<file path="src/upc_pkg.sv">
// ----------------------------------------------------------------------------
// upc_pkg
// Types and constants shared by the UDP port packet classifier.
// ----------------------------------------------------------------------------
`default_nettype none

package upc_pkg;

  localparam int MAX_QUEUES = 64;

  localparam int MASK_W  = 64;
  localparam int PORT_W  = 16;
  localparam int COUNT_W = 7;

  localparam logic [15:0] ETYPE_IPV4 = 16'h0800;
  localparam logic [15:0] ETYPE_IPV6 = 16'h86DD;
  localparam logic [7:0]  PROTO_UDP  = 8'd17;

  localparam logic [PORT_W-1:0]  MATCH_PORT_RESET = 16'd53;
  localparam logic [COUNT_W-1:0] COUNT_MAX        = 7'd127;

  // byte offsets within the frame
  localparam logic [COUNT_W-1:0] POS_ETYPE_HI = 7'd12;
  localparam logic [COUNT_W-1:0] POS_ETYPE_LO = 7'd13;
  localparam logic [COUNT_W-1:0] POS_V6_NH    = 7'd20;
  localparam logic [COUNT_W-1:0] POS_V4_PROTO = 7'd23;
  localparam logic [COUNT_W-1:0] POS_V4_DP_HI = 7'd36;
  localparam logic [COUNT_W-1:0] POS_V4_DP_LO = 7'd37;
  localparam logic [COUNT_W-1:0] POS_V6_DP_HI = 7'd56;
  localparam logic [COUNT_W-1:0] POS_V6_DP_LO = 7'd57;
  // last position of a frame that is just long enough
  localparam logic [COUNT_W-1:0] LAST_POS_V4  = 7'd41;
  localparam logic [COUNT_W-1:0] LAST_POS_V6  = 7'd61;

  // configuration register indexes
  localparam logic REG_QUEUE_MASK = 1'b0;
  localparam logic REG_MATCH_PORT = 1'b1;

  typedef struct packed {
    logic [7:0] pkt_byte;
    logic       last_byte;
    logic [7:0] queue_index;
  } pkt_word_t;

  typedef struct packed {
    logic       redirect;
    logic [7:0] queue_out;
  } verdict_word_t;

endpackage

`default_nettype wire

</file>
<file path="src/udp_port_packet_classifier.sv">
// ----------------------------------------------------------------------------
// udp_port_packet_classifier
// Per-frame UDP destination port classifier for IPv4 and IPv6 over Ethernet.
// ----------------------------------------------------------------------------
// Usage:
//   pkt channel: one frame byte per word, with last_byte on the final byte
//   and the receive queue, sampled on the first byte of each frame.
//   verdict channel: one word per frame, sent after its last byte, with
//   redirect set when the frame is UDP to match_port on an enabled queue.
//   cfg port: cfg_we writes cfg_data into register cfg_index
//   (0 queue_enable_mask, 1 match_port); write only while idle.
// Timing:
//   one byte is accepted every cycle unless pkt_stall is high; the header
//   fields are captured in flat registers and the verdict is formed in the
//   same cycle as the last byte, then registered (result or skid register).
//   A two-entry output (result register plus skid register) lets one more
//   verdict be taken while the receiver stalls; pkt_stall rises only once
//   the skid register holds a verdict.
// Reset:
//   rst (synchronous) empties the output, clears the frame state, clears
//   queue_enable_mask and sets match_port to 53.
// ----------------------------------------------------------------------------
`default_nettype none

module udp_port_packet_classifier
  import upc_pkg::*;
(
  input  wire logic                clk,
  input  wire logic                rst,
  input  wire logic                pkt_valid,
  output logic                     pkt_stall,
  input  wire pkt_word_t           pkt,
  output logic                     verdict_valid,
  input  wire logic                verdict_stall,
  output verdict_word_t            verdict,
  input  wire logic                cfg_we,
  input  wire logic                cfg_index,
  input  wire logic [MASK_W-1:0]   cfg_data
);

  logic [MASK_W-1:0]  queue_enable_mask;
  logic [PORT_W-1:0]  match_port;

  logic [COUNT_W-1:0] byte_count;
  logic [15:0]        ether_type;
  logic [7:0]         l4_proto;
  logic [15:0]        udp_dest;
  logic [7:0]         frame_queue;

  logic [15:0]        ether_type_next;
  logic [7:0]         l4_proto_next;
  logic [15:0]        udp_dest_next;
  logic [7:0]         frame_queue_next;

  verdict_word_t      skid;
  logic               skid_valid;

  logic               accept;
  logic               res_valid;
  logic               out_free;
  logic               long_enough;
  logic               queue_ok;
  verdict_word_t      res;

  assign pkt_stall = skid_valid;
  assign accept    = pkt_valid && !pkt_stall;
  assign res_valid = accept && pkt.last_byte;
  assign out_free  = !verdict_valid || !verdict_stall;

  // capture header bytes at their fixed offsets
  always_comb begin
    ether_type_next  = ether_type;
    l4_proto_next    = l4_proto;
    udp_dest_next    = udp_dest;
    frame_queue_next = (byte_count == '0) ? pkt.queue_index : frame_queue;
    case (byte_count)
      POS_ETYPE_HI: ether_type_next[15:8] = pkt.pkt_byte;
      POS_ETYPE_LO: ether_type_next[7:0]  = pkt.pkt_byte;
      POS_V6_NH: begin
        if (ether_type == ETYPE_IPV6) l4_proto_next = pkt.pkt_byte;
      end
      POS_V4_PROTO: begin
        if (ether_type == ETYPE_IPV4) l4_proto_next = pkt.pkt_byte;
      end
      POS_V4_DP_HI: begin
        if (ether_type == ETYPE_IPV4) udp_dest_next[15:8] = pkt.pkt_byte;
      end
      POS_V4_DP_LO: begin
        if (ether_type == ETYPE_IPV4) udp_dest_next[7:0] = pkt.pkt_byte;
      end
      POS_V6_DP_HI: begin
        if (ether_type == ETYPE_IPV6) udp_dest_next[15:8] = pkt.pkt_byte;
      end
      POS_V6_DP_LO: begin
        if (ether_type == ETYPE_IPV6) udp_dest_next[7:0] = pkt.pkt_byte;
      end
      default: ;
    endcase
  end

  always_comb begin
    long_enough = ((ether_type_next == ETYPE_IPV4) && (byte_count >= LAST_POS_V4)) ||
                  ((ether_type_next == ETYPE_IPV6) && (byte_count >= LAST_POS_V6));
    queue_ok    = (frame_queue_next < 8'(MAX_QUEUES)) &&
                  queue_enable_mask[frame_queue_next[5:0]];
    res.redirect  = long_enough && (l4_proto_next == PROTO_UDP) &&
                    (udp_dest_next == match_port) && queue_ok;
    res.queue_out = frame_queue_next;
  end

  always_ff @(posedge clk) begin
    if (rst) begin
      queue_enable_mask <= '0;
      match_port        <= MATCH_PORT_RESET;
    end else if (cfg_we) begin
      unique case (cfg_index)
        REG_QUEUE_MASK: queue_enable_mask <= cfg_data;
        REG_MATCH_PORT: match_port        <= cfg_data[PORT_W-1:0];
        default: ;
      endcase
    end
  end

  // frame state
  always_ff @(posedge clk) begin
    if (rst) begin
      byte_count  <= '0;
      ether_type  <= '0;
      l4_proto    <= '0;
      udp_dest    <= '0;
      frame_queue <= '0;
    end else if (accept) begin
      if (pkt.last_byte) begin
        byte_count  <= '0;
        ether_type  <= '0;
        l4_proto    <= '0;
        udp_dest    <= '0;
        frame_queue <= '0;
      end else begin
        if (byte_count != COUNT_MAX) byte_count <= byte_count + 1'b1;
        ether_type  <= ether_type_next;
        l4_proto    <= l4_proto_next;
        udp_dest    <= udp_dest_next;
        frame_queue <= frame_queue_next;
      end
    end
  end

  // result register with skid entry behind it
  always_ff @(posedge clk) begin
    if (rst) begin
      verdict_valid <= 1'b0;
      skid_valid    <= 1'b0;
    end else if (out_free) begin
      if (skid_valid) begin
        verdict       <= skid;
        verdict_valid <= 1'b1;
        skid_valid    <= 1'b0;
      end else begin
        verdict       <= res;
        verdict_valid <= res_valid;
      end
    end else if (res_valid) begin
      skid       <= res;
      skid_valid <= 1'b1;
    end
  end

  a_skid_behind_out: assert property (@(posedge clk) disable iff (rst)
    skid_valid |-> verdict_valid)
    else $error("skid entry held with empty result register");

  a_frame_restart: assert property (@(posedge clk) disable iff (rst)
    res_valid |=> (byte_count == '0) && (ether_type == '0))
    else $error("frame state not cleared after last byte");

  a_stall_to_skid: assert property (@(posedge clk) disable iff (rst)
    (res_valid && verdict_valid && verdict_stall) |=> skid_valid)
    else $error("verdict lost while receiver stalled");

  a_redirect_queue_range: assert property (@(posedge clk) disable iff (rst)
    (verdict_valid && verdict.redirect) |-> (verdict.queue_out < 8'(MAX_QUEUES)))
    else $error("redirect for out-of-range queue");

  a_verdict_from_result: assert property (@(posedge clk) disable iff (rst)
    (!verdict_valid && !res_valid) |=> !verdict_valid)
    else $error("verdict without a last byte");

endmodule

`default_nettype wire

</file>
<file path="config.mk">
export PLATFORM = sky130hd
export DESIGN_NAME = udp_port_packet_classifier
export DESIGN_NICKNAME = d
export VERILOG_FILES = /design/src/upc_pkg.sv /design/src/udp_port_packet_classifier.sv
export SDC_FILE = /design/constraint.sdc
export NUM_CORES = 1
export LEC_CHECK = 0
export BUFFER_PORTS_ARGS = -buffer_cell sky130_fd_sc_hd__buf_2
export CAP_MARGIN = 5
export CORE_ASPECT_RATIO = 1.5
export CORE_UTILIZATION = 55
export DETAILED_ROUTE_END_ITERATION = 16
export PLACE_DENSITY = 0.76
export SLEW_MARGIN = 20
export SYNTH_ARGS = -nofsm -noshare
export SYNTH_HDL_FRONTEND = slang
export SYNTH_SLANG_ARGS = --single-unit
</file>
<file path="constraint.sdc">
create_clock -name clk -period 4 [get_ports clk]
set_input_delay 0.2 -clock clk [delete_from_list [all_inputs] [get_ports clk]]
set_output_delay 0.2 -clock clk [all_outputs]
set_load 0.05 [all_outputs]
</file>
==> impl_metrics.tcl, run 1 <==
set metrics [dict create \
    numCtsBuffers 17 \
    synth_xor_area_share_pct 0.582 \
    dp.cells 1119 \
    setup_viol 0 \
    postPlaceCellArea_um2 8010 \
    drv_slew 0 \
    worst_slew_margin_rel_pct 34.6 \
    drc 0 \
    crit_path_end_kind "flop" \
    ctsResizeCount 0 \
    dieArea_um2 14200 \
    syn-cell-area_um2 7520 \
    clkLatencyLatePin_ps 420 \
    maxCapViolations 0 \
    dp_hpwl_um 14900 \
    antenna_left 0 \
    synth_simple_gate_area_share_pct 24.7 \
    grt_remaining_overflow 0 \
    synth_top_family_by_area "simple AND/OR/NAND/NOR gates" \
    crit_fanout 13 \
    criticalPathCategory "reg -> reg" \
    synthMuxAreaShare_pct 4.66 \
    final_nets 1068 \
    clkSinkCount 155 \
    crit_arrival_ps 3860 \
    design_area_um2 8630 \
    final-hold-violation-count 0 \
    cp-start-kind "flop" \
    io_pins 98 \
    synth_seq_cells 155 \
    wl_per_cell_um 18.3 \
    cts_root_buf "clkbuf_16" \
    clk_pin_slew_ps 70 \
    grt_start_max_net_pins 84 \
    outcome "finished clean" \
    ys.flop_type "dfxtp_1" \
    setup_tns_ps 0 \
    dr.pass1.iters 5 \
    yosysSeqAreaShare_pct 43.7 \
    post-route-period-util_pct 92.2 \
    synth.avg_cell_area_um2 8.22 \
    fp-row-count 52 \
    powerDensity_nw_per_um2 424 \
    n_antenna_cell 0 \
    rsz0062_at_grt "no" \
    tightest_slew_ps 982 \
    max_freq_mhz 271 \
    port_buffers 97 \
    gp_congestion 0.956 \
    area_growth_pct 14.8 \
    htree_levels 4 \
    synthAdderAreaFrac_pct 0.499 \
    ys_warn_count 0 \
    min_path_type "in -> reg" \
    drt_iter0_markers 484 \
    fin_skew_ps 9.06 \
    post_cts_buffers 0 \
    die_h_um 145 \
    tritoncts "built" \
    antenna_found_initial 0 \
    grt_pass1_vias 6663 \
    grt.total_usage_pct 29.6 \
    synth_nets 1005 \
    syn-instance-count 915 \
    async_flop_share_pct 0 \
    total_power_w 0.00366 \
    drive_above_1_share_pct 17.1 \
    core_area_um2 13400 \
    vdd.ir_drop.worst_mv 0.292 \
    start_util_pct 56.1 \
    cts_buffer_depth 2 \
    min_period_ps 3690 \
    num_vias 7054 \
    wirelength_um 21100 \
    crit_required_ps 4170 \
    cts_hold_buf 2 \
    synth_compound_gate_area_share_pct 20.9 \
    via_per_inst 6.12 \
    grt_pass1_wl_um 33600 \
    ys_types 68 \
    p_leak_nw 3.27 \
    synth-edff-count 18 \
    instances_no_fill 1153 \
    die_w_um 97.5 \
]
cells in the final DEF (no fill, tap or decap), drive strengths merged, types with 4 or more instances in the layout:
cell type,synthesis,final
dfxtp,137,137
nand3b,11,11
a311oi,4,4
clkbuf,48,17
nor2b,11,11
a222oi,4,4
nor3,8,8
o21ai,18,18
nand4b,4,4
o22ai,11,11
mux2,11,11
inv,28,38
a211oi,10,10
nand2,199,199
nand4,13,13
nand2b,4,4
a31oi,4,4
mux2i,20,20
nor2,75,75
a22oi,52,52
xor2,4,4
and3,14,14
edfxtp,18,18
buf,16,106
a2111oi,9,9
or3,6,6
nor4,9,9
and2,10,10
nand3,15,15
a21oi,96,96
path summary, 6_finish.rpt:
| kind | cells after the start | from | slack [ps] | to |
|---|---|---|---|---|
| min reg2reg | 2 | queue_enable_mask[62] | 450 | queue_enable_mask[62] |
| max reg2reg | 9 | byte_count[2] | 310 | verdict[8] |
| min | 3 | cfg_data[20] | 10 | queue_enable_mask[20] |
| max | 9 | byte_count[2] | 310 | verdict[8] |
critical path, cell delays in order, from the launching register on:
cell	delay (ps)
dfxtp_1	420
or4_4	630
nor2_2	450
mux2i_1	590
inv_1	230
a2111oi_0	420
a211oi_1	110
o22ai_1	190
a32oi_1	160
a41o_1	230
kinds of logic after synthesis:
logic type / count (synthesis)
AO/OA/AOI/OAI: 237
XOR/XNOR: 5
adder cells (fa/ha/maj): 3
buffers and inverters: 92
flip-flops: 155
multiplexers: 32
AND/OR/NAND/NOR: 391
synthesized netlist by cell type, types with 9 or more instances:
master | number | area, um2
a21oi_1 | 96 | 480
and2_1 | 10 | 62.6
edfxtp_1 | 18 | 541
o21ai_0 | 12 | 60.1
nand2_1 | 199 | 747
o22ai_1 | 9 | 56.3
dfxtp_1 | 137 | 2740
and3_1 | 14 | 87.6
a2111oi_0 | 9 | 78.8
clkbuf_1 | 48 | 180
mux2_2 | 10 | 113
a211oi_1 | 10 | 75.1
a22oi_1 | 52 | 390
nand3b_1 | 11 | 82.6
nor2b_1 | 11 | 68.8
nand3_1 | 15 | 75.1
nand4_1 | 12 | 75.1
nor2_1 | 74 | 278
mux2i_1 | 20 | 200
inv_1 | 26 | 97.6
power by group:
group          total (W)  internal, W  switching [W]  leakage, nW
registers        0.00166      0.00162      0.0000359         1.28
clock network    0.00162     0.000893       0.000726        0.293
logic           0.000383     0.000131       0.000252         1.69
total            0.00366      0.00265        0.00101         3.27
through the flow:
step / hold WS [ps] / util, % / worst slack [ps]
2_1_floorplan: 324 / - / 1060
3_3_place_gp: 440 / 59.8 / 550
3_5_place_dp: 444 / 59.8 / 426
4_1_cts: 1.82 / 64.4 / 375
5_1_grt: 11.8 / 64.4 / 184
6_report: 9.87 / 64.4 / 313
state kept, by name, indices dropped and copies added (netlist names):
register           cells
match_port            16
verdict_valid          1
udp_dest              16
l4_proto               8
skid                   9
byte_count             7
queue_enable_mask     64
pkt_stall              1
ether_type            16
frame_queue            8
verdict                9
metal layers:
metal,up-vias,wire length [um],track usage (%)
met5,-,0,0
met4,0,1130,17.4
met3,78,1200,5.06
met2,304,10800,51.3
met1,3280,8010,33.9
li1,3392,-,-
cell type report:
| class | count | area [um2] |
|---|---|---|
| clock inverters | 15 | 170 |
| clock buffers | 17 | 425 |
| fillers | 1159 | 4770 |
| inverters | 28 | 105 |
| multi-input cells | 668 | 3870 |
| repair buffers | 108 | 576 |
| flip-flops and latches | 155 | 3280 |
| well taps | 162 | 203 |
(Power assumes the default switching activity.)
==> run 2, diff against run 1 <==
Settings changed: CORE_UTILIZATION 55 to 50, PLACE_DENSITY 0.76 to 0.71.
==> run 2 against run 1 <==
  * The run now ends with negative hold slack left
  * First-iteration DRC count decreased by 14%
  * Power decreased by 1.3%
  * Non-clock buffer count increased by 12
  * Core utilization decreased by 4.4 points
  * Die area increased by 9.8%
  * Sequential share of layout area decreased by 0.57 points
  * Clock power decreased by 4%
  * Critical path type unchanged
  * Largest power group unchanged
  * Register-to-register slack improved by 140 ps
==> impl_metrics.tcl, run 2 (synthesis gave the netlist of run 1 again) <==
set metrics [dict create \
    setup_viol 0 \
    max_freq_mhz 282 \
    hold_depth 3 \
    p_leak_nw 3.29 \
    die_h_um 152 \
    grt.total_usage_pct 28.1 \
    min_period_ps 3540 \
    final-hold-violation-count 1 \
    via_per_inst 5.88 \
    drv_slew 0 \
    worst_slew_margin_rel_pct 29.9 \
    cts_root_buf "clkbuf_16" \
    criticalPathCategory "reg -> reg" \
    grt_remaining_overflow 0 \
    final_nets 1080 \
    cp-start-kind "flop" \
    cp_slowest_cell "mux4_2" \
    vdd.ir_drop.worst_mv 0.311 \
    layout_commonest_cell "nand2_1" \
    htree_levels 4 \
    dp.cells 1155 \
    wl_per_cell_um 17.7 \
    maxCapViolations 0 \
    crit_chain "inv_1 > ha_1 > nor2b_1 > nand3_1 > buf_4 > and2_1 > inv_2 > mux2i_1 > mux4_2 > a211o_1 > a32oi_1 > a41o_1" \
    numCtsBuffers 17 \
    worst_slack_ps 457 \
    powerDensity_nw_per_um2 413 \
    largest_reg_flops 64 \
    n_antenna_cell 0 \
    drc 0 \
    die_w_um 102 \
    start_util_pct 51.5 \
    multiInputGateArea_um2 3870 \
    clk_pin_slew_ps 70 \
    fp-row-count 54 \
    fin_skew_ps 10.3 \
    hold_ws_ps -0.380 \
    violations "negative hold slack" \
    fin_util_pct 60.0 \
    fillers 1389 \
    crit_arrival_ps 3840 \
    area_growth_pct 16.5 \
    clkSinkCount 155 \
    setup_tns_ps 0 \
    crit_path_end_kind "flop" \
    outcome "complete, but fails checks" \
    dieArea_um2 15500 \
    wirelength_um 21200 \
    r2r.worst_path.cells 12 \
    antenna_found_initial 0 \
    max_stage_delay_ps 480 \
    cts_buffer_depth 2 \
    final_cell_mix "nand2_1, dfxtp_1, a21oi_1, buf_2, nor2_1" \
    dr.pass1.iters 7 \
    port_buffers 97 \
    gp_congestion 0.922 \
    drt_iter0_markers 417 \
    post-route-period-util_pct 88.6 \
    preCtsSetupSlack_ps 520 \
    grt_start_max_net_pins 99 \
    grt_pass1_wl_um 33700 \
    core_area_um2 14600 \
    clkLatencyLatePin_ps 430 \
    instances_no_fill 1199 \
    antenna_left 0 \
    grt_pass1_vias 6750 \
    crit_fanout 33 \
    drive_above_1_share_pct 17.0 \
    post_cts_buffers 0 \
    dp_hpwl_um 14900 \
    crit_required_ps 4290 \
    regArea_um2 3280 \
    tightest_slew_ps 1050 \
    rsz0062_at_grt "no" \
    num_vias 7051 \
    tritoncts "built" \
    io_pins 98 \
    min_path_type "in -> reg" \
    largest-register "queue_enable_mask" \
]
run 2: final timing paths:
kind                               from                     to  slack [ps]
hold / removal             cfg_data[42]  queue_enable_mask[42]        -0.4
setup reg to reg          byte_count[0]             verdict[8]         460
hold reg to reg   queue_enable_mask[60]  queue_enable_mask[60]         460
setup / recovery          byte_count[0]             verdict[8]         460
run 2: metal layers:
metal / track usage (%) / wire length (um) / part of all wire, %
met1: 32.6 / 8330 / 39
met2: 47.0 / 10600 / 50
met3: 5.09 / 1150 / 5.4
met4: 17.5 / 1120 / 5.3
met5: 0 / 0 / 0
run 2: critical path, delay by kind of cell, from the launching register on:
family	cells	cell delay, ps
AND/OR/NAND/NOR	3	600
flip-flops	1	370
buffers and inverters	3	720
adder cells (fa/ha/maj)	1	260
multiplexers	2	620
AO/OA/AOI/OAI	3	800
run 2: where the power goes:
group	internal [W]	total (W)	switching, W
logic	0.000140	0.000397	0.000258
clock network	0.000868	0.00156	0.000690
registers	0.00162	0.00166	0.0000350
total	0.00263	0.00362	0.000982
run 2: final cells by class:
cell class	count	share of cell area, %
sequential	155	37.5
inverter	28	1.20
timing repair buffer	120	7.88
tap	196	2.80
clock inverter	14	1.54
clock buffer	18	4.90
multi-input combinational	668	44.2
run 2: repair_timing:
item | in CTS | in global routing
hold buffers | 12 | 0
hold endpoints to repair | 12 | 0
gates resized for setup | 0 | 0
run 2: metrics by stage:
stage	area (um2)	power, W
finish	8760	0.00362
global route	8760	0.00374
CTS	8760	0.00363
detailed placement	8080	0.00207
global placement	8080	0.00207
floorplan	7520	0.00193
==> run 3, diff against run 2 <==
Settings changed: REMOVE_ABC_BUFFERS from default to 1.
==> run 3 against run 2 <==
  * Via count up 0.17%
  * Core utilization up 0.35 points
  * Routed wire length down 0.64%
  * The run now ends clean
  * Highest routed layer unchanged
  * Flip-flop and latch count unchanged
==> impl_metrics.tcl, run 3 (synthesis gave the netlist of run 1 again) <==
set metrics [dict create \
    drv_slew 0 \
    via_per_inst 5.89 \
    die_h_um 152 \
    setup_tns_ps 0 \
    final-hold-violation-count 0 \
    hold_depth 3 \
    largest_reg_flops 64 \
    fp-row-count 54 \
    clkSinkCount 155 \
    worst_slew_margin_rel_pct 38.2 \
    cp-start-kind "flop" \
    post-route-period-util_pct 88.4 \
    core_area_um2 14600 \
    crit_chain "or4_4 > o21ai_2 > and2_1 > inv_2 > mux2i_1 > mux4_2 > a211o_1 > a32oi_1 > a41o_1" \
    start_util_pct 51.5 \
    die_w_um 102 \
    grt_pass1_wl_um 33000 \
    layout_commonest_cell "nand2_1" \
    dieArea_um2 15500 \
    dp_hpwl_um 14800 \
    htree_levels 4 \
    antenna_found_initial 0 \
    gp_congestion 0.928 \
    regArea_um2 3280 \
    tightest_slew_ps 927 \
    max_stage_delay_ps 630 \
    dr.pass1.iters 5 \
    instances_no_fill 1199 \
    post_cts_buffers 0 \
    crit_fanout 33 \
    final_nets 1080 \
    multiInputGateArea_um2 3870 \
    n_antenna_cell 0 \
    largest-register "queue_enable_mask" \
    drt_iter0_markers 473 \
    crit_required_ps 4290 \
    setup_viol 0 \
    antenna_left 0 \
    fin_util_pct 60.4 \
    cts_root_buf "clkbuf_16" \
    numCtsBuffers 17 \
    drc 0 \
    max_freq_mhz 283 \
    rsz0062_at_grt "no" \
    grt_start_max_net_pins 70 \
    crit_path_end_kind "flop" \
    maxCapViolations 0 \
    wl_per_cell_um 17.6 \
    r2r.worst_path.cells 9 \
    dp.cells 1156 \
    area_growth_pct 17.2 \
    powerDensity_nw_per_um2 424 \
    p_leak_nw 3.33 \
    vdd.ir_drop.worst_mv 0.255 \
    final_cell_mix "nand2_1, dfxtp_1, a21oi_1, buf_2, nor2_1" \
    outcome "finished clean" \
    wirelength_um 21100 \
    min_path_type "in -> reg" \
    tritoncts "built" \
    port_buffers 97 \
    grt_remaining_overflow 0 \
    fillers 1371 \
    grt.total_usage_pct 27.5 \
    io_pins 98 \
    cp_slowest_cell "or4_4" \
    clkLatencyLatePin_ps 430 \
    drive_above_1_share_pct 17.1 \
    fin_skew_ps 16.0 \
    grt_pass1_vias 6681 \
    cts_buffer_depth 2 \
    criticalPathCategory "reg -> reg" \
    min_period_ps 3540 \
    crit_arrival_ps 3820 \
    num_vias 7063 \
    clk_pin_slew_ps 70 \
]
## run 3: cell count changes in the layout (fill, tap and decap cells not counted), moves of 2 or more
| cell | change |
|---|---|
| clkinv_2 | -2 |
| inv_8 | +4 |
| clkinv_8 | +2 |
| inv_6 | -2 |
| clkinvlp_4 | -2 |
## run 3: repair_timing
item,in CTS,in global routing
endpoints found under the setup margin,0,0
hold buffers,11,0
hold endpoints to repair,11,0
gates resized for setup,0,0
## run 3: worst paths after layout
path                                             from                    end  slack, ps
worst max-delay path                    byte_count[2]             verdict[8]        460
worst max register to register          byte_count[2]             verdict[8]        460
worst min-delay path                     cfg_data[55]  queue_enable_mask[55]          2
worst min register to register  queue_enable_mask[60]  queue_enable_mask[60]        450
## run 3: metrics by stage
step | total power (W) | area [um2] | hold WS [ps] | worst slack [ps]
after global placement | 0.00207 | 8080 | 442 | 614
after CTS | 0.00375 | 8810 | 0.805 | 500
final | 0.00374 | 8810 | 2.46 | 465
after detailed placement | 0.00207 | 8080 | 442 | 558
after floorplan | 0.00190 | 7250 | 269 | 512
after global routing | 0.00386 | 8810 | 5.64 | 199
## run 3: cell type report
cell class | instances | share of cell area (%)
inverters | 28 | 1.19
multi-input cells | 668 | 43.9
well taps | 196 | 2.78
flip-flops and latches | 155 | 37.3
clock inverters | 15 | 2.24
repair buffers | 120 | 7.81
clock buffers | 17 | 4.83
## run 3: worst max-delay path: cells and delay by family (launching register included)
| kind | cells | cell delay (ps) |
|---|---|---|
| AOI/OAI and AO/OA | 4 | 1160 |
| buffers and inverters | 1 | 230 |
| DFF | 1 | 430 |
| muxes | 2 | 710 |
| and+or+nand+nor | 2 | 860 |
## run 3: metal layers
metal / global-route usage, % / part of all wire [%] / wire, um / vias to the layer above
met3: 4.13 / 4.9 / 1040 / 73
li1: - / - / - / 3425
met1: 31.0 / 38 / 8090 / 3298
met5: 0 / 0 / 0 / -
met4: 16.5 / 5.0 / 1050 / 0
met2: 47.9 / 52 / 10900 / 267
## run 3: power breakdown
| part | total, W | switching [W] | internal (W) |
|---|---|---|---|
| logic | 0.000388 | 0.000251 | 0.000138 |
| registers | 0.00166 | 0.0000362 | 0.00162 |
| clock network | 0.00169 | 0.000733 | 0.000957 |
| total | 0.00374 | 0.00102 | 0.00272 |
